File: src/hdl/chunked_body_decoder_defines.svh
// ----------------------------------------------------------------------------
// Chunked body decoder assertion macros
// Shorthand for clocked, reset-qualified concurrent checks.
// ----------------------------------------------------------------------------
`ifndef CHUNKED_BODY_DECODER_DEFINES_SVH
`define CHUNKED_BODY_DECODER_DEFINES_SVH

// same-cycle implication
`define CBD_ASSERT_IMP(label, ante, cons, msg) \
   label: assert property (@(posedge clock) disable iff (reset) (ante) |-> (cons)) \
      else $error(msg);

// next-cycle implication
`define CBD_ASSERT_NXT(label, ante, cons, msg) \
   label: assert property (@(posedge clock) disable iff (reset) (ante) |=> (cons)) \
      else $error(msg);

`endif

File: src/hdl/cbd_pkg.sv
// ----------------------------------------------------------------------------
// Chunked body decoder package
// Widths, character codes, stage and error codes, state and result types.
// ----------------------------------------------------------------------------
package cbd_pkg;

   localparam int MAX_HEX_DIGITS = 15;
   localparam int SIZE_W         = 4 * MAX_HEX_DIGITS;
   localparam int DCNT_W         = $clog2(MAX_HEX_DIGITS + 1);
   localparam int RAW_W          = 32;
   localparam int BYTE_W         = 8;
   localparam int STATUS_W       = 3;
   localparam int CSR_DATA_W     = 32;
   localparam int CSR_ADDR_W     = 3;

   localparam logic [RAW_W-1:0] MAX_RAW_RESET = 32'd65536;

   // register index is the word address bit
   localparam logic CSR_IDX_MAX_RAW = 1'b0;

   localparam logic [BYTE_W-1:0] CHAR_CR    = 8'h0D;
   localparam logic [BYTE_W-1:0] CHAR_LF    = 8'h0A;
   localparam logic [BYTE_W-1:0] CHAR_SEMI  = 8'h3B;
   localparam logic [BYTE_W-1:0] CHAR_SPACE = 8'h20;
   localparam logic [BYTE_W-1:0] CHAR_TAB   = 8'h09;

   typedef enum logic [2:0] {
      ST_SIZE,
      ST_EXT,
      ST_DATA,
      ST_CRLF,
      ST_TRAIL
   } stage_type;

   typedef enum logic [STATUS_W-1:0] {
      ERR_NONE,
      ERR_SIZE,
      ERR_CRLF,
      ERR_LIMIT,
      ERR_CLOSED
   } err_type;

   typedef struct packed {
      stage_type          stage;
      logic [SIZE_W-1:0]  size_accum;
      logic [DCNT_W-1:0]  digit_count;
      logic [SIZE_W-1:0]  chunk_left;
      logic               saw_cr;
      logic               line_has_text;
      logic [RAW_W-1:0]   raw_count;
      err_type            sticky_error;
   } state_type;

   typedef struct packed {
      logic               body_valid;
      logic [BYTE_W-1:0]  body_byte;
      logic               done_res;
      err_type            status;
   } result_type;

   typedef struct packed {
      logic       ok;
      logic [3:0] val;
   } hex_type;

   localparam state_type STATE_RESET = '{
      stage:         ST_SIZE,
      size_accum:    '0,
      digit_count:   '0,
      chunk_left:    '0,
      saw_cr:        1'b0,
      line_has_text: 1'b0,
      raw_count:     '0,
      sticky_error:  ERR_NONE
   };

   function automatic hex_type hex_digit(input logic [BYTE_W-1:0] c);
      hex_type h;
      h.ok  = 1'b1;
      h.val = 4'd0;
      if (c >= 8'h30 && c <= 8'h39) begin
         h.val = 4'(c - 8'h30);
      end else if (c >= 8'h61 && c <= 8'h66) begin
         h.val = 4'(c - 8'h57);
      end else if (c >= 8'h41 && c <= 8'h46) begin
         h.val = 4'(c - 8'h37);
      end else begin
         h.ok = 1'b0;
      end
      return h;
   endfunction

endpackage

File: src/hdl/cbd_req_if.sv
// ----------------------------------------------------------------------------
// Chunked body decoder request channel
// One raw byte or a connection-close event per transfer.
// ----------------------------------------------------------------------------
interface cbd_req_if import cbd_pkg::*; ();

   logic              valid;
   logic              ready;
   logic [BYTE_W-1:0] in_byte;
   logic              conn_closed;

   modport source (output valid, output in_byte, output conn_closed, input ready);
   modport sink   (input valid, input in_byte, input conn_closed, output ready);

endinterface

File: src/hdl/cbd_rsp_if.sv
// ----------------------------------------------------------------------------
// Chunked body decoder response channel
// One decoded result per transfer.
// ----------------------------------------------------------------------------
interface cbd_rsp_if import cbd_pkg::*; ();

   logic                valid;
   logic                ready;
   logic                body_valid;
   logic [BYTE_W-1:0]   body_byte;
   logic                done_res;
   logic [STATUS_W-1:0] status;

   modport source (output valid, output body_valid, output body_byte,
                   output done_res, output status, input ready);
   modport sink   (input valid, input body_valid, input body_byte,
                   input done_res, input status, output ready);

endinterface

File: src/hdl/cbd_csr.sv
// ----------------------------------------------------------------------------
// Chunked body decoder register block
// APB-style access to the raw byte limit register.
// ----------------------------------------------------------------------------
module cbd_csr import cbd_pkg::*; (
   input  logic                  clock,
   input  logic                  reset,
   input  logic                  psel,
   input  logic                  penable,
   input  logic                  pwrite,
   input  logic [CSR_ADDR_W-1:0] paddr,
   input  logic [CSR_DATA_W-1:0] pwdata,
   output logic [CSR_DATA_W-1:0] prdata,
   output logic                  pready,
   output logic [RAW_W-1:0]      max_raw
);

   logic [RAW_W-1:0] max_raw_ff;
   logic [RAW_W-1:0] max_raw_in;
   logic             wr_hit;

   assign wr_hit = psel && penable && pwrite && (paddr[2] == CSR_IDX_MAX_RAW);

   always_comb begin
      max_raw_in = max_raw_ff;
      if (wr_hit) begin
         max_raw_in = pwdata;
      end
   end

   always_ff @(posedge clock) begin
      if (reset) begin
         max_raw_ff <= MAX_RAW_RESET;
      end else begin
         max_raw_ff <= max_raw_in;
      end
   end

   assign prdata  = (paddr[2] == CSR_IDX_MAX_RAW) ? max_raw_ff : '0;
   assign pready  = 1'b1;
   assign max_raw = max_raw_ff;

endmodule

File: src/hdl/cbd_step.sv
// ----------------------------------------------------------------------------
// Chunked body decoder step logic
// Next state and result for one registered byte or close event.
// ----------------------------------------------------------------------------
module cbd_step import cbd_pkg::*; (
   input  state_type         cur,
   input  logic [BYTE_W-1:0] in_byte,
   input  logic              conn_closed,
   input  logic [RAW_W-1:0]  max_raw,
   output state_type         nxt,
   output result_type        res
);

   hex_type           hex;
   logic [RAW_W-1:0]  raw_inc;
   logic [SIZE_W-1:0] chunk_dec;
   logic [DCNT_W:0]   dcnt_inc;
   logic              end_line;
   logic              restart;

   assign hex       = hex_digit(in_byte);
   assign raw_inc   = (cur.raw_count == '1) ? cur.raw_count : cur.raw_count + 1'b1;
   assign chunk_dec = cur.chunk_left - 1'b1;
   assign dcnt_inc  = {1'b0, cur.digit_count} + 1'b1;

   always_comb begin
      nxt            = cur;
      res.body_valid = 1'b0;
      res.body_byte  = '0;
      res.done_res   = 1'b0;
      end_line       = 1'b0;
      restart        = 1'b0;

      if (cur.sticky_error == ERR_NONE) begin
         if (conn_closed) begin
            nxt.sticky_error = ERR_CLOSED;
         end else begin
            nxt.raw_count = raw_inc;
            unique case (cur.stage)
               ST_SIZE: begin
                  if (cur.saw_cr) begin
                     if (in_byte == CHAR_LF) end_line = 1'b1;
                     else nxt.sticky_error = ERR_SIZE;
                  end else if (hex.ok) begin
                     if (dcnt_inc > (DCNT_W+1)'(MAX_HEX_DIGITS)) begin
                        nxt.sticky_error = ERR_SIZE;
                     end else begin
                        nxt.digit_count = dcnt_inc[DCNT_W-1:0];
                        nxt.size_accum  = {cur.size_accum[SIZE_W-5:0], hex.val};
                     end
                  end else if (cur.digit_count == '0) begin
                     nxt.sticky_error = ERR_SIZE;
                  end else if (in_byte == CHAR_CR) begin
                     nxt.saw_cr = 1'b1;
                  end else if (in_byte == CHAR_SEMI || in_byte == CHAR_SPACE ||
                               in_byte == CHAR_TAB) begin
                     nxt.stage = ST_EXT;
                  end else begin
                     nxt.sticky_error = ERR_SIZE;
                  end
               end
               ST_EXT: begin
                  if (cur.saw_cr && in_byte == CHAR_LF) end_line = 1'b1;
                  else nxt.saw_cr = (in_byte == CHAR_CR);
               end
               ST_DATA: begin
                  nxt.chunk_left = chunk_dec;
                  if (chunk_dec != '0 && raw_inc >= max_raw) begin
                     nxt.sticky_error = ERR_LIMIT;
                  end else begin
                     res.body_valid = 1'b1;
                     res.body_byte  = in_byte;
                     if (chunk_dec == '0) begin
                        nxt.stage  = ST_CRLF;
                        nxt.saw_cr = 1'b0;
                     end
                  end
               end
               ST_CRLF: begin
                  if (!cur.saw_cr) begin
                     if (in_byte == CHAR_CR) nxt.saw_cr = 1'b1;
                     else nxt.sticky_error = ERR_CRLF;
                  end else if (in_byte == CHAR_LF) begin
                     nxt.stage       = ST_SIZE;
                     nxt.saw_cr      = 1'b0;
                     nxt.size_accum  = '0;
                     nxt.digit_count = '0;
                  end else begin
                     nxt.sticky_error = ERR_CRLF;
                  end
               end
               ST_TRAIL: begin
                  if (cur.saw_cr && in_byte == CHAR_LF) begin
                     if (!cur.line_has_text) begin
                        res.done_res = 1'b1;
                        restart      = 1'b1;
                     end else begin
                        nxt.line_has_text = 1'b0;
                        nxt.saw_cr        = 1'b0;
                     end
                  end else begin
                     // a lone CR inside a trailer line is line text
                     if (cur.saw_cr) nxt.line_has_text = 1'b1;
                     if (in_byte == CHAR_CR) begin
                        nxt.saw_cr = 1'b1;
                     end else begin
                        nxt.line_has_text = 1'b1;
                        nxt.saw_cr        = 1'b0;
                     end
                  end
               end
               default: begin
                  nxt = cur;
               end
            endcase

            // size line done: enter data, or trailers on a zero-size chunk
            if (end_line) begin
               nxt.saw_cr        = 1'b0;
               nxt.line_has_text = 1'b0;
               if (cur.size_accum == '0) begin
                  nxt.stage = ST_TRAIL;
               end else begin
                  nxt.chunk_left = cur.size_accum;
                  nxt.stage      = ST_DATA;
               end
               nxt.size_accum  = '0;
               nxt.digit_count = '0;
            end

            if (restart) begin
               nxt = STATE_RESET;
            end
         end
      end

      res.status = nxt.sticky_error;
   end

endmodule

File: src/hdl/chunked_body_decoder.sv
// ----------------------------------------------------------------------------
// Chunked body decoder
// Decodes an HTTP/1.1 chunked body one raw byte per transfer.
//
//   channel   direction  transfers
//   req_chan  in         one raw byte or a connection-close event
//   rsp_chan  out        one result: body byte, done mark, status
//   csr_*     in/out     APB-style access to the raw byte limit
//
// One byte per cycle while rsp_chan is not stalled; each request passes
// the input register, then the result register, on its way to a result.
// The step logic reads the per-body state register and writes it back in
// the same cycle, so each byte sees the state left by the one before.
// Synchronous reset clears valid flags and state at once; no clearing pass.
// A stalled response holds the result register and, behind it, the input
// register; req_chan stays ready while either register can move.
// ----------------------------------------------------------------------------
`include "chunked_body_decoder_defines.svh"

module chunked_body_decoder import cbd_pkg::*; (
   input  logic                  clock,
   input  logic                  reset,
   cbd_req_if.sink               req_chan,
   cbd_rsp_if.source             rsp_chan,
   input  logic                  csr_psel,
   input  logic                  csr_penable,
   input  logic                  csr_pwrite,
   input  logic [CSR_ADDR_W-1:0] csr_paddr,
   input  logic [CSR_DATA_W-1:0] csr_pwdata,
   output logic [CSR_DATA_W-1:0] csr_prdata,
   output logic                  csr_pready
);

   logic [RAW_W-1:0]  max_raw;

   logic              in_valid_ff;
   logic              in_valid_in;
   logic [BYTE_W-1:0] in_byte_ff;
   logic              in_closed_ff;

   state_type         st_ff;
   state_type         st_in;
   state_type         st_nxt;

   logic              rsp_valid_ff;
   logic              rsp_valid_in;
   result_type        rsp_ff;
   result_type        rsp_nxt;

   logic              req_take;
   logic              advance;

   cbd_csr u_csr (
      .clock   (clock),
      .reset   (reset),
      .psel    (csr_psel),
      .penable (csr_penable),
      .pwrite  (csr_pwrite),
      .paddr   (csr_paddr),
      .pwdata  (csr_pwdata),
      .prdata  (csr_prdata),
      .pready  (csr_pready),
      .max_raw (max_raw)
   );

   cbd_step u_step (
      .cur         (st_ff),
      .in_byte     (in_byte_ff),
      .conn_closed (in_closed_ff),
      .max_raw     (max_raw),
      .nxt         (st_nxt),
      .res         (rsp_nxt)
   );

   // move the held byte into the result register when it has room
   assign advance        = in_valid_ff && (!rsp_valid_ff || rsp_chan.ready);
   assign req_chan.ready = !in_valid_ff || advance;
   assign req_take       = req_chan.valid && req_chan.ready;

   always_comb begin
      in_valid_in  = in_valid_ff;
      rsp_valid_in = rsp_valid_ff;
      st_in        = st_ff;
      if (rsp_valid_ff && rsp_chan.ready) rsp_valid_in = 1'b0;
      if (advance) begin
         in_valid_in  = 1'b0;
         rsp_valid_in = 1'b1;
         st_in        = st_nxt;
      end
      if (req_take) in_valid_in = 1'b1;
   end

   always_ff @(posedge clock) begin
      if (reset) begin
         in_valid_ff  <= 1'b0;
         rsp_valid_ff <= 1'b0;
         st_ff        <= STATE_RESET;
      end else begin
         in_valid_ff  <= in_valid_in;
         rsp_valid_ff <= rsp_valid_in;
         st_ff        <= st_in;
      end
   end

   always_ff @(posedge clock) begin
      if (req_take) begin
         in_byte_ff   <= req_chan.in_byte;
         in_closed_ff <= req_chan.conn_closed;
      end
      if (advance) begin
         rsp_ff <= rsp_nxt;
      end
   end

   assign rsp_chan.valid      = rsp_valid_ff;
   assign rsp_chan.body_valid = rsp_ff.body_valid;
   assign rsp_chan.body_byte  = rsp_ff.body_byte;
   assign rsp_chan.done_res   = rsp_ff.done_res;
   assign rsp_chan.status     = rsp_ff.status;

   `CBD_ASSERT_NXT(a_sticky_hold, st_ff.sticky_error != ERR_NONE, $stable(st_ff.sticky_error), "sticky error changed")
   `CBD_ASSERT_IMP(a_body_ok, rsp_valid_ff && rsp_ff.body_valid, rsp_ff.status == ERR_NONE, "body byte carried with an error status")
   `CBD_ASSERT_IMP(a_data_left, st_ff.stage == ST_DATA, st_ff.chunk_left != '0, "data stage with no bytes left")
   `CBD_ASSERT_NXT(a_rsp_stall, rsp_valid_ff && !rsp_chan.ready, rsp_valid_ff && $stable(st_ff) && $stable(rsp_ff), "result or state moved during a stall")

endmodule

File: src/flat_wrapper.sv
// flat-port wrapper written by rule: the top's interface ports become plain ports
module chunked_body_decoder_flat import cbd_pkg::*;
  (clock, reset, csr_psel, csr_penable, csr_pwrite, csr_paddr, csr_pwdata, csr_prdata, csr_pready, req_chan_valid, req_chan_in_byte, req_chan_conn_closed, req_chan_ready, rsp_chan_valid, rsp_chan_body_valid, rsp_chan_body_byte, rsp_chan_done_res, rsp_chan_status, rsp_chan_ready);
  cbd_req_if req_chan_i ();
  cbd_rsp_if rsp_chan_i ();
  input  logic clock;
  input  logic reset;
  input  logic csr_psel;
  input  logic csr_penable;
  input  logic csr_pwrite;
  input  logic [CSR_ADDR_W-1:0] csr_paddr;
  input  logic [CSR_DATA_W-1:0] csr_pwdata;
  output logic [CSR_DATA_W-1:0] csr_prdata;
  output logic csr_pready;
  input wire logic [$bits(req_chan_i.valid)-1:0] req_chan_valid;
  input wire logic [$bits(req_chan_i.in_byte)-1:0] req_chan_in_byte;
  input wire logic [$bits(req_chan_i.conn_closed)-1:0] req_chan_conn_closed;
  output wire logic [$bits(req_chan_i.ready)-1:0] req_chan_ready;
  output wire logic [$bits(rsp_chan_i.valid)-1:0] rsp_chan_valid;
  output wire logic [$bits(rsp_chan_i.body_valid)-1:0] rsp_chan_body_valid;
  output wire logic [$bits(rsp_chan_i.body_byte)-1:0] rsp_chan_body_byte;
  output wire logic [$bits(rsp_chan_i.done_res)-1:0] rsp_chan_done_res;
  output wire logic [$bits(rsp_chan_i.status)-1:0] rsp_chan_status;
  input wire logic [$bits(rsp_chan_i.ready)-1:0] rsp_chan_ready;
  assign req_chan_i.valid = req_chan_valid;
  assign req_chan_i.in_byte = req_chan_in_byte;
  assign req_chan_i.conn_closed = req_chan_conn_closed;
  assign req_chan_ready = req_chan_i.ready;
  assign rsp_chan_valid = rsp_chan_i.valid;
  assign rsp_chan_body_valid = rsp_chan_i.body_valid;
  assign rsp_chan_body_byte = rsp_chan_i.body_byte;
  assign rsp_chan_done_res = rsp_chan_i.done_res;
  assign rsp_chan_status = rsp_chan_i.status;
  assign rsp_chan_i.ready = rsp_chan_ready;
  chunked_body_decoder u_core (.clock(clock), .reset(reset), .req_chan(req_chan_i), .rsp_chan(rsp_chan_i), .csr_psel(csr_psel), .csr_penable(csr_penable), .csr_pwrite(csr_pwrite), .csr_paddr(csr_paddr), .csr_pwdata(csr_pwdata), .csr_prdata(csr_prdata), .csr_pready(csr_pready));
endmodule
File: config.mk
export PLATFORM = sky130hd
export DESIGN_NAME = chunked_body_decoder_flat
export DESIGN_NICKNAME = d
export VERILOG_FILES = /design/src/hdl/cbd_pkg.sv /design/src/hdl/cbd_req_if.sv /design/src/hdl/cbd_rsp_if.sv /design/src/hdl/cbd_csr.sv /design/src/hdl/cbd_step.sv /design/src/hdl/chunked_body_decoder.sv /design/src/flat_wrapper.sv
export VERILOG_INCLUDE_DIRS = /design/src /design/src/hdl
export SDC_FILE = /design/constraint.sdc
export NUM_CORES = 1
export LEC_CHECK = 0
export ABC_AREA = 1
export ABC_CLOCK_PERIOD_IN_PS = 5550
export BUFFER_PORTS_ARGS = -buffer_cell sky130_fd_sc_hd__buf_2
export CORE_UTILIZATION = 45
export DETAILED_ROUTE_END_ITERATION = 12
export GPL_TIMING_DRIVEN = 0
export HOLD_SLACK_MARGIN = 0.12
export SYNTH_ARGS = -nofsm -noshare
export SYNTH_HDL_FRONTEND = slang
export SYNTH_SLANG_ARGS = --single-unit
File: constraint.sdc
create_clock -name clock -period 5.55 [get_ports clock]
set_input_delay 0.555 -clock clock [delete_from_list [all_inputs] [get_ports clock]]
set_output_delay 0.555 -clock clock [all_outputs]
set_load 0.005 [all_outputs]
Word-level counts from Yosys, hierarchy flattened:

Cells that the tools add are included.

* bits in latches: 0
* input port bits: 51
* word-level logic and storage cells: 171
* output and inout bits: 48
* memories: 0
* bits in registers: 220
* bits in read-only memories: 0
* memory bits (writable): 0

* shift-type cells: 0
* add/subtract/negate cells: 6
* bitwise gates (word level): 4
* muxes and demuxes: 72
* reduce and logical (&&, ||, !) cells: 40
* eq/ne operators: 24
* div/mod/pow operators: 0
* $mul: 0
* order comparisons: 8

Operators with widths (count)
* 67-bit 2-to-1 mux: 3
* 164-bit 2-to-1 mux: 1
* 129-bit 2-to-1 mux: 1
* 64-bit 2-to-1 mux: 2
* 64-bit one-hot mux with 2 select lines: 1
* 60-bit logical NOT: 2
* 60-bit 2-to-1 mux: 2
* 32-bit 2-to-1 mux: 3
* 3-bit 2-to-1 mux: 20
* 60-bit nonzero test: 1
* 60-bit by 1-bit subtractor with 60-bit output (second input constant): 1
* 4-bit by 3-bit != test with 1-bit output (second input constant): 10
* 32-bit by 1-bit adder with 32-bit output (second input constant): 1
* 32-bit equality test (second input constant): 1
* 32-bit >= comparator: 1
* 1-bit 2-to-1 mux: 29
* 8-bit by 4-bit equality test with 1-bit output (second input constant): 3
* 3-bit one-hot mux with 3 select lines: 2
* 8-bit by 6-bit equality test with 1-bit output (second input constant): 2
* 8-bit by 7-bit >= comparator with 1-bit output (second input constant): 2
* 8-bit by 7-bit <= comparator with 1-bit output (second input constant): 2
* 13-bit AND reduction: 1
* 4-bit 2-to-1 mux: 3
* 1-bit logical AND: 11
* other kinds (36): 49

Logic depth before layout (Yosys ltp):

Gate-level depths: netlist of the first run.

* depth in word-level cells: 13
* mapped depth: 27

Modules after synthesis:

Synthesis of the first run repeated with hierarchy kept, for this count alone.

* cells, all modules: 3226
* area total of the unflattened synthesis: 18793.0 um^2

Modules (own cells, without submodules)
* cbd_step: times used 1, cells each 1836, seq. area each 0.0 um^2, area each 8923.6 um^2
* chunked_body_decoder: times used 1, cells each 1110, seq. area each 3983.8 um^2, area each 8195.4 um^2
* cbd_csr: times used 1, cells each 280, seq. area each 640.6 um^2, area each 1674.1 um^2

Least setup slack after synthesis of the first run:

No wires, ideal clock.

* kind: register to register
* start: register u_core.st_ff[3] (netlist bit)
* end: register u_core.rsp_ff (netlist bit u_core.rsp_chan.status[2]) (data pin)
* setup slack: 2.064 ns
* stages on the path, launching flop included: 26
* buffers on the path: 0
* clock period less this slack: 3.486 ns
* required time: 5.295 ns
* data arrival time: 3.231 ns
* cell sequence: dfxtp_1 > ha_1 > nand3_1 > nor2_1 > nand4_1 > nor2_4 > inv_2 > nand2_1 > nor2_2 > nand3_1 > nor2_2 > nand4_1 > xnor2_1 > ha_1 > nand2_1 > nor4_1 > nor4b_1 > nand4_1 > nand3_1 > nand2_2 > nand2_1 > nand2_1 > nand2_1 > nand2_1 > nand2_1 > nand2_1

RTL lines
* start, declared: line chunked_body_decoder.sv:41 `state_type st_ff;`
* start signal, assigned: line chunked_body_decoder.sv:101 `st_ff <= st_in;`
* end signal, assigned: line chunked_body_decoder.sv:111 `rsp_ff <= rsp_nxt;`
* end, declared: line chunked_body_decoder.sv:47 `result_type rsp_ff;`

==> results of run 1 <==
==> area by class of cell <==
class	count	area share [%]
clock buffers	35	4.69
repair buffers	93	2.97
plain buffers	96	2.46
multi-input cells	1500	50.1
inverters	237	5.68
clock inverters	13	1.38
flip-flops and latches	220	29.5
well taps	390	3.12
==> synth_stat cells (all sizes together) (18+ instances only) <==
cell type and instances:
ha 43, nor2 290, nand2 472, o221ai 29, a211oi 64, clkbuf 80, a21oi 239, nand4 23
nor4 18, nand3 66, o21ai 130, edfxtp 22, xor2 28, o211ai 23, inv 235, nor3 26
dfxtp 198
==> cells by family (layout without fill, tap and decap cells) <==
family,count (synthesis),after routing,synth area share [%]
buffers and inverters,333,474,9.27
AND/OR/NAND/NOR,905,905,29.1
adder cells (fa/ha/maj),43,43,3.91
flip-flops,220,220,33.6
AO/OA/AOI/OAI,506,506,21.2
multiplexers,1,1,0.0728
XOR/XNOR,44,44,2.80
other,1,1,0.0273
==> state kept, by name (all words and copies together) (netlist names) <==
register,flops
u_core.rsp_chan.body_byte,8
u_core.in_valid_ff,1
u_core.u_csr.max_raw,32
u_core.rsp_chan.done_res,1
u_core.rsp_chan.valid,1
u_core.in_closed_ff,1
u_core.rsp_chan.body_valid,1
u_core.rsp_chan.status,3
u_core.in_byte_ff,8
u_core.st_ff,164
==> per-layer routing <==
layer	global-route usage (%)	wire [um]	vias up
li1	-	-	7068
met3	3.82	2650	67
met4	8.98	1330	0
met1	39.9	21200	6529
met2	47.8	20400	400
met5	0	0	-
==> layout by cell type, fill, tap and decap left out, types with 20 or more instances in the layout <==
cell       instances
clkbuf_1          84
buf_2            107
o21ai_0          119
ha_1              43
nand4_1           22
nor2_1           256
nor3_1            20
o221ai_1          29
edfxtp_1          22
clkbuf_16         26
xor2_1            28
a21oi_1          238
dfxtp_1          198
inv_1            228
o211ai_1          23
nand3_1           62
nand2_1          458
a211oi_1          64
==> worst max path at each step <==
| stage | start | end | slack, ns | cells past startpoint |
|---|---|---|---|---|
| after floorplan | u_core.st_ff[3]$_SDFFE_PP0P_ | u_core.rsp_chan.status[2]$_DFFE_PP_ | 2.06 | 25 |
| after global placement | u_core.st_ff[3]$_SDFFE_PP0P_ | u_core.rsp_chan.status[2]$_DFFE_PP_ | 0.51 | 25 |
| after detailed placement | u_core.st_ff[3]$_SDFFE_PP0P_ | u_core.rsp_chan.status[2]$_DFFE_PP_ | 0.51 | 25 |
| after CTS | u_core.st_ff[3]$_SDFFE_PP0P_ | u_core.rsp_chan.status[2]$_DFFE_PP_ | 0.47 | 25 |
| after global routing | u_core.st_ff[3]$_SDFFE_PP0P_ | u_core.rsp_chan.status[2]$_DFFE_PP_ | 0.21 | 25 |
| final | u_core.st_ff[3]$_SDFFE_PP0P_ | u_core.rsp_chan.status[2]$_DFFE_PP_ | 0.56 | 25 |
==> worst register-to-register path, delay by kind of cell (launching register included) <==
| kind | cells | cell delay, ns |
|---|---|---|
| adder cells (fa/ha/maj) | 2 | 0.53 |
| XOR/XNOR | 1 | 0.10 |
| buffers and inverters | 1 | 0.09 |
| flip-flops | 1 | 0.41 |
| AND/OR/NAND/NOR | 21 | 3.63 |
==> per-stage QoR <==
step	utilization, %	cells	instance area, um2	hold WS, ns	worst slack, ns
6_report	52.4	2584	15700	0.176	0.561
5_1_grt	52.4	2584	15700	0.157	0.208
4_1_cts	52.4	2584	15700	0.151	0.473
3_5_place_dp	49.2	2536	14700	0.473	0.514
3_3_place_gp	49.2	2536	14700	0.472	0.513
2_1_floorplan	-	2053	13700	0.449	2.06
==> power by group through the flow <==
stage	sequential [uW]	clock, uW	combinational, uW
after floorplan	1670	0	123
after global placement	1680	0	204
after detailed placement	1680	0	205
after CTS	1640	1920	206
after global routing	1650	1980	230
final	1640	1890	206
==> results.json, run 1 <==
{
  "wire_per_inst_um": 17.6,
  "dieArea_um2": 31300,
  "regToRegStartpoint": "u_core.st_ff[3]$_SDFFE_PP0P_",
  "fmax_ghz": 0.200,
  "antenna_found_initial": 1,
  "ys_seq_elements": 220,
  "crit_top_cell": "nand2_1",
  "post_cts_resized": 0,
  "fin_nets": 2268,
  "post_cts_buffers": 0,
  "clk_pin_slew_ns": 0.06,
  "ioPinCount": 99,
  "multi_input_area_um2": 7850,
  "swShare_pct": 23.7,
  "ant_nets": 0,
  "initial_utilization_pct": 46.0,
  "clock_power_share_pct": 50.6,
  "crit_family": "simple AND/OR/NAND/NOR gates",
  "cpMaxStageDelayCell": "nor4b_1",
  "critPathMaxStageDelay_ns": 0.63,
  "pwr-share-seq_pct": 43.9,
  "min_from": "req_chan_in_byte[7]",
  "synth_area_leaders": "dfxtp_1 (29%), nand2_1 (13%), a21oi_1 (8.7%)",
  "grt_start_max_net_pins": 16,
  "p_per_area_nw_per_um2": 239,
  "grt_overflow_total": 0,
  "ctsHoldBuffers": 0,
  "drt_iter0_markers": 1116,
  "maxCapViolations": 0,
  "syn_avg_cell_area_um2": 6.70,
  "synthCells": 2053,
  "grt_first_pass_wirelength_um": 71700,
  "power_leakage_uw": 0.00687,
  "drt_pass1_iterations": 6,
  "cts_root_buffer": "clkbuf_16",
  "total_power_uw": 3740,
  "syn_nets": 2147,
  "port_buffers": 93,
  "worst_r2r_path_depth": 25,
  "clock_latency_ns": 0.56,
  "drive_gt1_share_pct": 10.0,
  "numCtsBuffers": 26,
  "wl_um": 45600,
  "internal_power_uw": 2850,
  "synth_top_area_share_pct": 28.8,
  "tightest_slew_ns": 0.968,
  "timing.final.crit_share_pct": 89.9,
  "grtUsageTotal_pct": 29.3,
  "tns_ns": 0,
  "fp.dieW_um": 177,
  "grt_pass1_vias": 13100,
  "clockBufferDepth": 3,
  "reg2reg_setup_slack_ns": 0.56,
  "nFillCells": 3139,
  "crit_buf_inv": 1,
  "status": "finished clean",
  "htree_num_levels": 1,
  "cp.required_ns": 5.86,
  "seq_area_um2": 4620,
  "synth_edf_count": 22,
  "yosysUniqueCellTypes": 48,
  "holdPathStages": 1,
  "slew_violations": 0,
  "netlist_area_um2": 13700,
  "critPathCaptureType": "register",
  "criticalPathCategory": "reg2reg",
  "fin_worst_skew_ns": 0.0113,
  "comb_power_share_pct": 5.5,
  "period_needed_ns": 4.99,
  "r2r_end": "u_core.rsp_chan.status[2]$_DFFE_PP_",
  "fp.coreArea_um2": 29900,
  "cts_tree": "done",
  "dp.final_hpwl_um": 36000,
  "clock_sinks": 220,
  "yosys_warnings": 0,
  "drt-vias-per-instance": 5.44,
  "synth_top_cell_by_area": "dfxtp_1",
  "die_y_um": 177,
  "irDropWorstVdd_mv": 0.201,
  "antenna_cells": 0,
  "vias": 14100,
  "hp-class": "in2reg",
  "cp_max_fo": 6,
  "async_reset_ff_share_pct": 0,
  "setup_viol_count_final": 0,
  "min_to": "u_core.in_byte_ff[7]$_DFFE_PP_",
  "hold_viol": 0,
  "drc": 0,
  "synth-main-ff-cell": "dfxtp_1",
  "fp-row-count": 63,
  "switchingPower_uw": 888,
  "gp_congestion": 0.990,
  "syn2layout_area_growth_pct": 13.9,
  "arrival_ns": 5.30,
  "rsz0062_at_grt": "false",
  "ys_seq_area_share_pct": 33.6,
  "slew_headroom_pct": 35.5,
  "critPathLaunchType": "register"
}
Note: power is estimated with default switching activity, not from simulation.
==> inputs of run 2 (changes only) <==
--- a/config.mk
+++ b/config.mk
@@ -15,4 +15,5 @@
 export HOLD_SLACK_MARGIN = 0.12
 export SYNTH_ARGS = -nofsm -noshare
 export SYNTH_HDL_FRONTEND = slang
+export SYNTH_HIERARCHICAL = 1
 export SYNTH_SLANG_ARGS = --single-unit
==> run 2 against run 1 <==
Against the previous run:
- first-iteration DRC count increased by 65%
- cell area increased by 34%
- cell count increased by 51%
- routed wire length increased by 61%
- worst setup slack improved by 0.85 ns
- power increased by 42%
- largest power group unchanged
==> results.json, run 2 <==
{
  "cts_tree": "done",
  "clockBufferDepth": 3,
  "fin_nets": 3444,
  "drt_pass1_iterations": 5,
  "arrival_ns": 4.49,
  "period_needed_ns": 4.14,
  "drt-vias-per-instance": 5.47,
  "total_power_uw": 5330,
  "slew_headroom_pct": 27.2,
  "fp-row-count": 74,
  "critPathCaptureType": "register",
  "tightest_slew_ns": 1.08,
  "cts_root_buffer": "clkbuf_16",
  "grt_pass1_vias": 20200,
  "comb_power_share_pct": 29.8,
  "fp.coreArea_um2": 41000,
  "cp_max_fo": 7,
  "hp-class": "in2reg",
  "swShare_pct": 36.9,
  "grt_first_pass_wirelength_um": 112000,
  "fp.dieW_um": 206,
  "syn_nets": 3319,
  "htree_num_levels": 1,
  "cp.required_ns": 5.90,
  "internal_power_uw": 3360,
  "netlist_area_um2": 18800,
  "final.setup.worst_slack_ns": 1.41,
  "fin_worst_skew_ns": 0.0251,
  "post_cts_resized": 0,
  "die_y_um": 206,
  "post_cts_buffers": 0,
  "yosysMostFrequentCell": "nand2_1",
  "maxCapViolations": 0,
  "dp.final_hpwl_um": 57500,
  "wl_um": 73300,
  "synth_top_cell_by_area": "dfxtp_1",
  "wire_per_inst_um": 18.8,
  "initial_utilization_pct": 45.8,
  "async_reset_ff_share_pct": 0,
  "fmax_ghz": 0.241,
  "final_common_cell": "nand2_1",
  "ant_nets": 0,
  "drive_gt1_share_pct": 9.49,
  "clk_pin_slew_ns": 0.06,
  "dieArea_um2": 42600,
  "synth_area_leaders": "dfxtp_1 (21%), nand2_1 (14%), inv_1 (10%)",
  "syn_avg_cell_area_um2": 5.83,
  "synthCells": 3226,
  "p_per_area_nw_per_um2": 255,
  "rsz0062_at_grt": "false",
  "syn2layout_area_growth_pct": 11.3,
  "slew_violations": 0,
  "yosys_warnings": 6,
  "ioPinCount": 99,
  "clock_sinks": 220,
  "synth_top_area_share_pct": 21.1,
  "pwr-share-seq_pct": 34.5,
  "grtUsageTotal_pct": 34.4,
  "layout_common_cells": "nand2_1 (690), inv_1 (499), nor2_1 (498), a21oi_1 (255), nand3_1 (251)",
  "antenna_cells": 0,
  "yosysUniqueCellTypes": 48,
  "synth-main-ff-cell": "dfxtp_1",
  "regMostFlops": "u_core/st_ff",
  "vias": 21400,
  "tns_ns": 0,
  "largest_reg_flops": 164,
  "port_buffers": 94,
  "ys_seq_elements": 220,
  "power_leakage_uw": 0.00943,
  "clock_latency_ns": 0.59,
  "irDropWorstVdd_mv": 0.217,
  "synth_edf_count": 22,
  "switchingPower_uw": 1970,
  "clock_power_share_pct": 35.7,
  "drt_iter0_markers": 1836,
  "grt_start_max_net_pins": 15,
  "ys_seq_area_share_pct": 24.6,
  "antenna_found_initial": 0,
  "grt_overflow_total": 0,
  "hold_viol": 0,
  "dp_slack_ns": 1.49,
  "gp_congestion": 1.07,
  "drc": 0,
  "critPathLaunchType": "register",
  "ctsHoldBuffers": 0,
  "numCtsBuffers": 28,
  "synth_common_cells": "nand2_1 (690), inv_1 (499), nor2_1 (498)",
  "timing.final.crit_share_pct": 74.6,
  "setup_viol_count_final": 0,
  "criticalPathCategory": "reg2reg",
  "status": "finished clean"
}
[run 2: kinds of logic (layout without fill, tap and decap cells)]
| group | after synthesis | count (layout) | synth area share, % |
|---|---|---|---|
| xor gates and xnor gates | 43 | 43 | 2.04 |
| DFF | 220 | 220 | 24.6 |
| and+or+nand+nor | 1592 | 1592 | 35.8 |
| AOI/OAI and AO/OA | 631 | 631 | 18.5 |
| buffers and inverters | 696 | 843 | 16.1 |
| muxes | 1 | 1 | 0.0533 |
| other | 1 | 1 | 0.0200 |
| adders and majority gates | 42 | 42 | 2.80 |
[run 2: routing by layer]
metal  wire (um)  part of all wire (%)  track usage [%]
met1       29400                    40             40.1
met2       34900                    48             60.7
met3        3980                   5.4             3.12
met5           0                     0                0
met4        4990                   6.8             20.7
[run 2: cell type report]
cell class,instances,area (um2)
clock inverter,9,113
inverter,504,1890
sequential,220,4620
timing repair buffer,95,485
multi-input combinational,2310,11100
clock buffer,43,857
buffer,192,1140
tap,532,666
fill,4455,20100
[run 2: path summary, 6_finish.rpt]
| path | startpoint | endpoint | slack (ns) | cells after the start |
|---|---|---|---|---|
| worst min-delay path | req_chan_in_byte[6] | u_core/in_byte_ff[6]$_DFFE_PP_ | 0.15 | 1 |
| worst min register to register | u_core/st_ff[129]$_SDFFE_PP0P_ | u_core/st_ff[129]$_SDFFE_PP0P_ | 0.48 | 2 |
| worst max-delay path | u_core/st_ff[5]$_SDFFE_PP0P_ | u_core/rsp_chan.status[0]$_DFFE_PP_ | 1.41 | 22 |
| worst max register to register | u_core/st_ff[5]$_SDFFE_PP0P_ | u_core/rsp_chan.status[0]$_DFFE_PP_ | 1.41 | 22 |
[run 2: power by group through the flow]
stage / sequential, uW / combinational, uW / clock, uW
3_3_place_gp: 1870 / 1540 / 0
5_1_grt: 1850 / 1760 / 2000
6_report: 1840 / 1590 / 1900
4_1_cts: 1840 / 1560 / 1950
3_5_place_dp: 1870 / 1550 / 0
2_1_floorplan: 1820 / 1120 / 0
[run 2: critical path, cell delays in order, from the launching register on]
cell,delay (ns)
dfxtp_1,0.35
inv_1,0.12
nor3_1,0.29
nand2_1,0.23
inv_1,0.09
nand4_1,0.08
inv_1,0.09
nand3_1,0.09
nor2_1,0.33
nor3_1,0.08
a21oi_1,0.46
ha_1,0.33
inv_1,0.07
nor3_1,0.05
a211oi_1,0.15
a21boi_0,0.11
o21ai_0,0.16
nand3_1,0.19
nand3_1,0.18
nand2_1,0.08
nand2_1,0.07
nand2_1,0.13
buf_4,0.16
[run 2: stage by stage]
stage,area [um2],util (%),instances,hold slack (ns)
after global routing,20900,51.0,3905,0.127
final,20900,51.0,3905,0.148
after detailed placement,19900,48.6,3853,0.471
after global placement,19900,48.6,3852,0.462
after CTS,20900,51.0,3905,0.129
after floorplan,18800,-,3226,0.452
==> inputs of run 3 (changes only) <==
--- a/config.mk
+++ b/config.mk
@@ -7,7 +7,7 @@
 export NUM_CORES = 1
 export LEC_CHECK = 0
 export ABC_AREA = 1
-export ABC_CLOCK_PERIOD_IN_PS = 5550
+export ABC_CLOCK_PERIOD_IN_PS = 3500
 export BUFFER_PORTS_ARGS = -buffer_cell sky130_fd_sc_hd__buf_2
 export CORE_UTILIZATION = 45
 export DETAILED_ROUTE_END_ITERATION = 12
==> constraint.sdc (replaced) <==
create_clock -name clock -period 3.5 [get_ports clock]
set_input_delay 0.35 -clock clock [delete_from_list [all_inputs] [get_ports clock]]
set_output_delay 0.35 -clock clock [all_outputs]
set_load 0.005 [all_outputs]
==> run 3 against run 2 <==
Against the previous run:
- the flow now finishes with violations (setup timing)
- combinational power rose by 68%
- first-iteration DRC count rose by 5.5%
- register-to-register slack got worse by 1.5 ns
- largest power group unchanged
- sequential share of layout area fell by 1.1 points
- die area did not move
- critical path depth rose by 4
- worst hold slack got worse by 0.0033 ns
- cell area rose by 5.3%
- count of clock-buffer cells in the layout did not move
- clock skew rose by 0.0022 ns
- power rose by 61%
- routed wire length rose by 2.2%
==> results.json, run 3 (synthesis gave the netlist of run 2 again) <==
{
  "holdPathStages": 4,
  "wire_per_inst_um": 18.8,
  "clk_pin_slew_ns": 0.06,
  "min_to": "u_core/u_csr/max_raw[16]$_SDFFE_PP1P_",
  "drt_iter0_markers": 1937,
  "cpMaxStageDelayCell": "dfxtp_2",
  "syn2layout_area_growth_pct": 17.3,
  "irDropWorstVdd_mv": 0.355,
  "grtUsageTotal_pct": 35.0,
  "criticalPathCategory": "reg2reg",
  "rsz0062_at_grt": "true",
  "critPathMaxStageDelay_ns": 0.35,
  "pwr-share-seq_pct": 33.9,
  "vias": 21900,
  "crit_top_cell": "nand2_1",
  "fin_nets": 3517,
  "timing.final.crit_share_pct": 103,
  "reg2reg_setup_slack_ns": -0.11,
  "arrival_ns": 4.14,
  "layout_common_cells": "nand2_1 (681), inv_1 (493), nor2_1 (489), a21oi_1 (249), nand3_1 (245)",
  "numCtsBuffers": 28,
  "ioPinCount": 99,
  "cp_max_fo": 7,
  "hold_viol": 0,
  "ant_nets": 0,
  "final_common_cell": "nand2_1",
  "slew_violations": 0,
  "hp-class": "in2reg",
  "highest_layer": "met4",
  "met3_length_um": 4520,
  "clockBufferDepth": 3,
  "switchingPower_uw": 3190,
  "post-route-util_pct": 53.7,
  "drc": 0,
  "antenna_cells": 0,
  "clock_latency_ns": 0.59,
  "setup_viol_count_final": 16,
  "met1Wirelength_um": 29200,
  "fp-row-count": 74,
  "comb_power_share_pct": 31.0,
  "gp_congestion": 1.07,
  "wl_um": 75000,
  "drive_gt1_share_pct": 12.3,
  "cts_tree": "done",
  "p_per_area_nw_per_um2": 391,
  "dp_cells": 3853,
  "swShare_pct": 37.0,
  "violations": "setup timing",
  "worst_r2r_path_depth": 26,
  "critPathCaptureType": "register",
  "largest_reg_flops": 164,
  "htree_num_levels": 1,
  "final.setup.worst_slack_ns": -0.110,
  "tns_ns": -0.926,
  "wl_met2_um": 35100,
  "antenna_found_initial": 0,
  "internal_power_uw": 5420,
  "grt_pass1_vias": 20700,
  "grt_first_pass_wirelength_um": 114000,
  "crit_buf_inv": 5,
  "maxCapViolations": 0,
  "clock_sinks": 220,
  "cp.required_ns": 4.03,
  "clock_power_share_pct": 35.1,
  "drt-vias-per-instance": 5.49,
  "grt_overflow_total": 0,
  "hold_slack_ns": 0.145,
  "critPathLaunchType": "register",
  "regMostFlops": "u_core/st_ff",
  "r2r_end": "u_core/st_ff[0]$_SDFFE_PP0P_",
  "power_leakage_uw": 0.00993,
  "fin_worst_skew_ns": 0.0273,
  "die_y_um": 206,
  "dp.final_hpwl_um": 57500,
  "dieArea_um2": 42600,
  "grt_start_max_net_pins": 15,
  "fp.coreArea_um2": 41000,
  "cts_root_buffer": "clkbuf_16",
  "dp_slack_ns": -0.563,
  "min_from": "csr_psel",
  "status": "complete, but fails checks",
  "slew_headroom_pct": 30.8,
  "fmax_ghz": 0.277,
  "fp.dieW_um": 206,
  "tightest_slew_ns": 1.03,
  "port_buffers": 94,
  "regToRegStartpoint": "u_core/st_ff[6]$_SDFFE_PP0P_",
  "period_needed_ns": 3.61,
  "fin_cells": 3978,
  "drt_pass1_iterations": 6,
  "initial_utilization_pct": 45.8,
  "crit_family": "simple AND/OR/NAND/NOR gates"
}
[run 3: cell types whose count changed in the layout (fill, tap and decap cells not counted), sizes merged]
| cell | before | now |
|---|---|---|
| inv | 504 | 503 |
| clkinvlp | 1 | 2 |
| nand3 | 253 | 254 |
| buf | 217 | 244 |
| clkbuf | 113 | 114 |
| dlygate4sd3 | 0 | 44 |
[run 3: worst max path at each step]
stage,from,to,slack (ns),depth (start not counted)
final,u_core/st_ff[6]$_SDFFE_PP0P_,u_core/st_ff[0]$_SDFFE_PP0P_,-0.11,26
after global placement,u_core/st_ff[5]$_SDFFE_PP0P_,u_core/rsp_chan.status[1]$_DFFE_PP_,-0.55,22
after floorplan,u_core/st_ff[5]$_SDFFE_PP0P_,u_core/st_ff[1]$_SDFFE_PP0P_,0.47,26
after CTS,u_core/st_ff[4]$_SDFFE_PP0P_,u_core/st_ff[1]$_SDFFE_PP0P_,-0.09,24
after global routing,u_core/st_ff[6]$_SDFFE_PP0P_,u_core/st_ff[0]$_SDFFE_PP0P_,-0.29,23
after detailed placement,u_core/st_ff[17]$_SDFFE_PP0P_,u_core/st_ff[0]$_SDFFE_PP0P_,-0.56,24
[run 3: layer usage]
layer  GRT usage, %  vias up
met5              0        -
met3           3.77      244
met1           39.9    10000
met2           60.5      846
met4           25.3        0
li1               -    10800
[run 3: timing repair]
action	4_1_cts	5_1_grt
hold buffers	44	0
resized for setup	51	61
cloned	1	0
setup endpoints to repair	13	73
hold endpoints to repair	43	0
pin swaps	20	29
buffers inserted	19	9
[run 3: power groups by stage]
stage,Clock (uW),Combinational [uW],Sequential [uW]
after global placement,0,2440,2960
after floorplan,0,1780,2890
final,3020,2670,2920
after detailed placement,0,2460,2960
after CTS,3090,2560,2910
after global routing,3180,2940,2940
[run 3: area by class of cell]
| class | instances | area [um2] |
|---|---|---|
| Fill cell | 4323 | 19000 |
| Timing Repair Buffer | 167 | 1150 |
| Buffer | 192 | 1150 |
| Inverter | 504 | 1900 |
| Multi-Input combinational cell | 2311 | 11600 |
| Tap cell | 532 | 666 |
| Clock inverter | 9 | 113 |
| Sequential cell | 220 | 4640 |
| Clock buffer | 43 | 857 |
[run 3: stage by stage]
step	power [uW]	cell area, um2
after floorplan	4660	18800
after global placement	5400	19900
after detailed placement	5430	19900
after CTS	8550	21700
after global routing	9060	22000
final	8610	22000
[run 3: worst min-delay path: cells and delay by family]
kind	cells	cell delay, ns
simple gates	2	0.15
compound gates	1	0.08
buf+inv	1	0.12
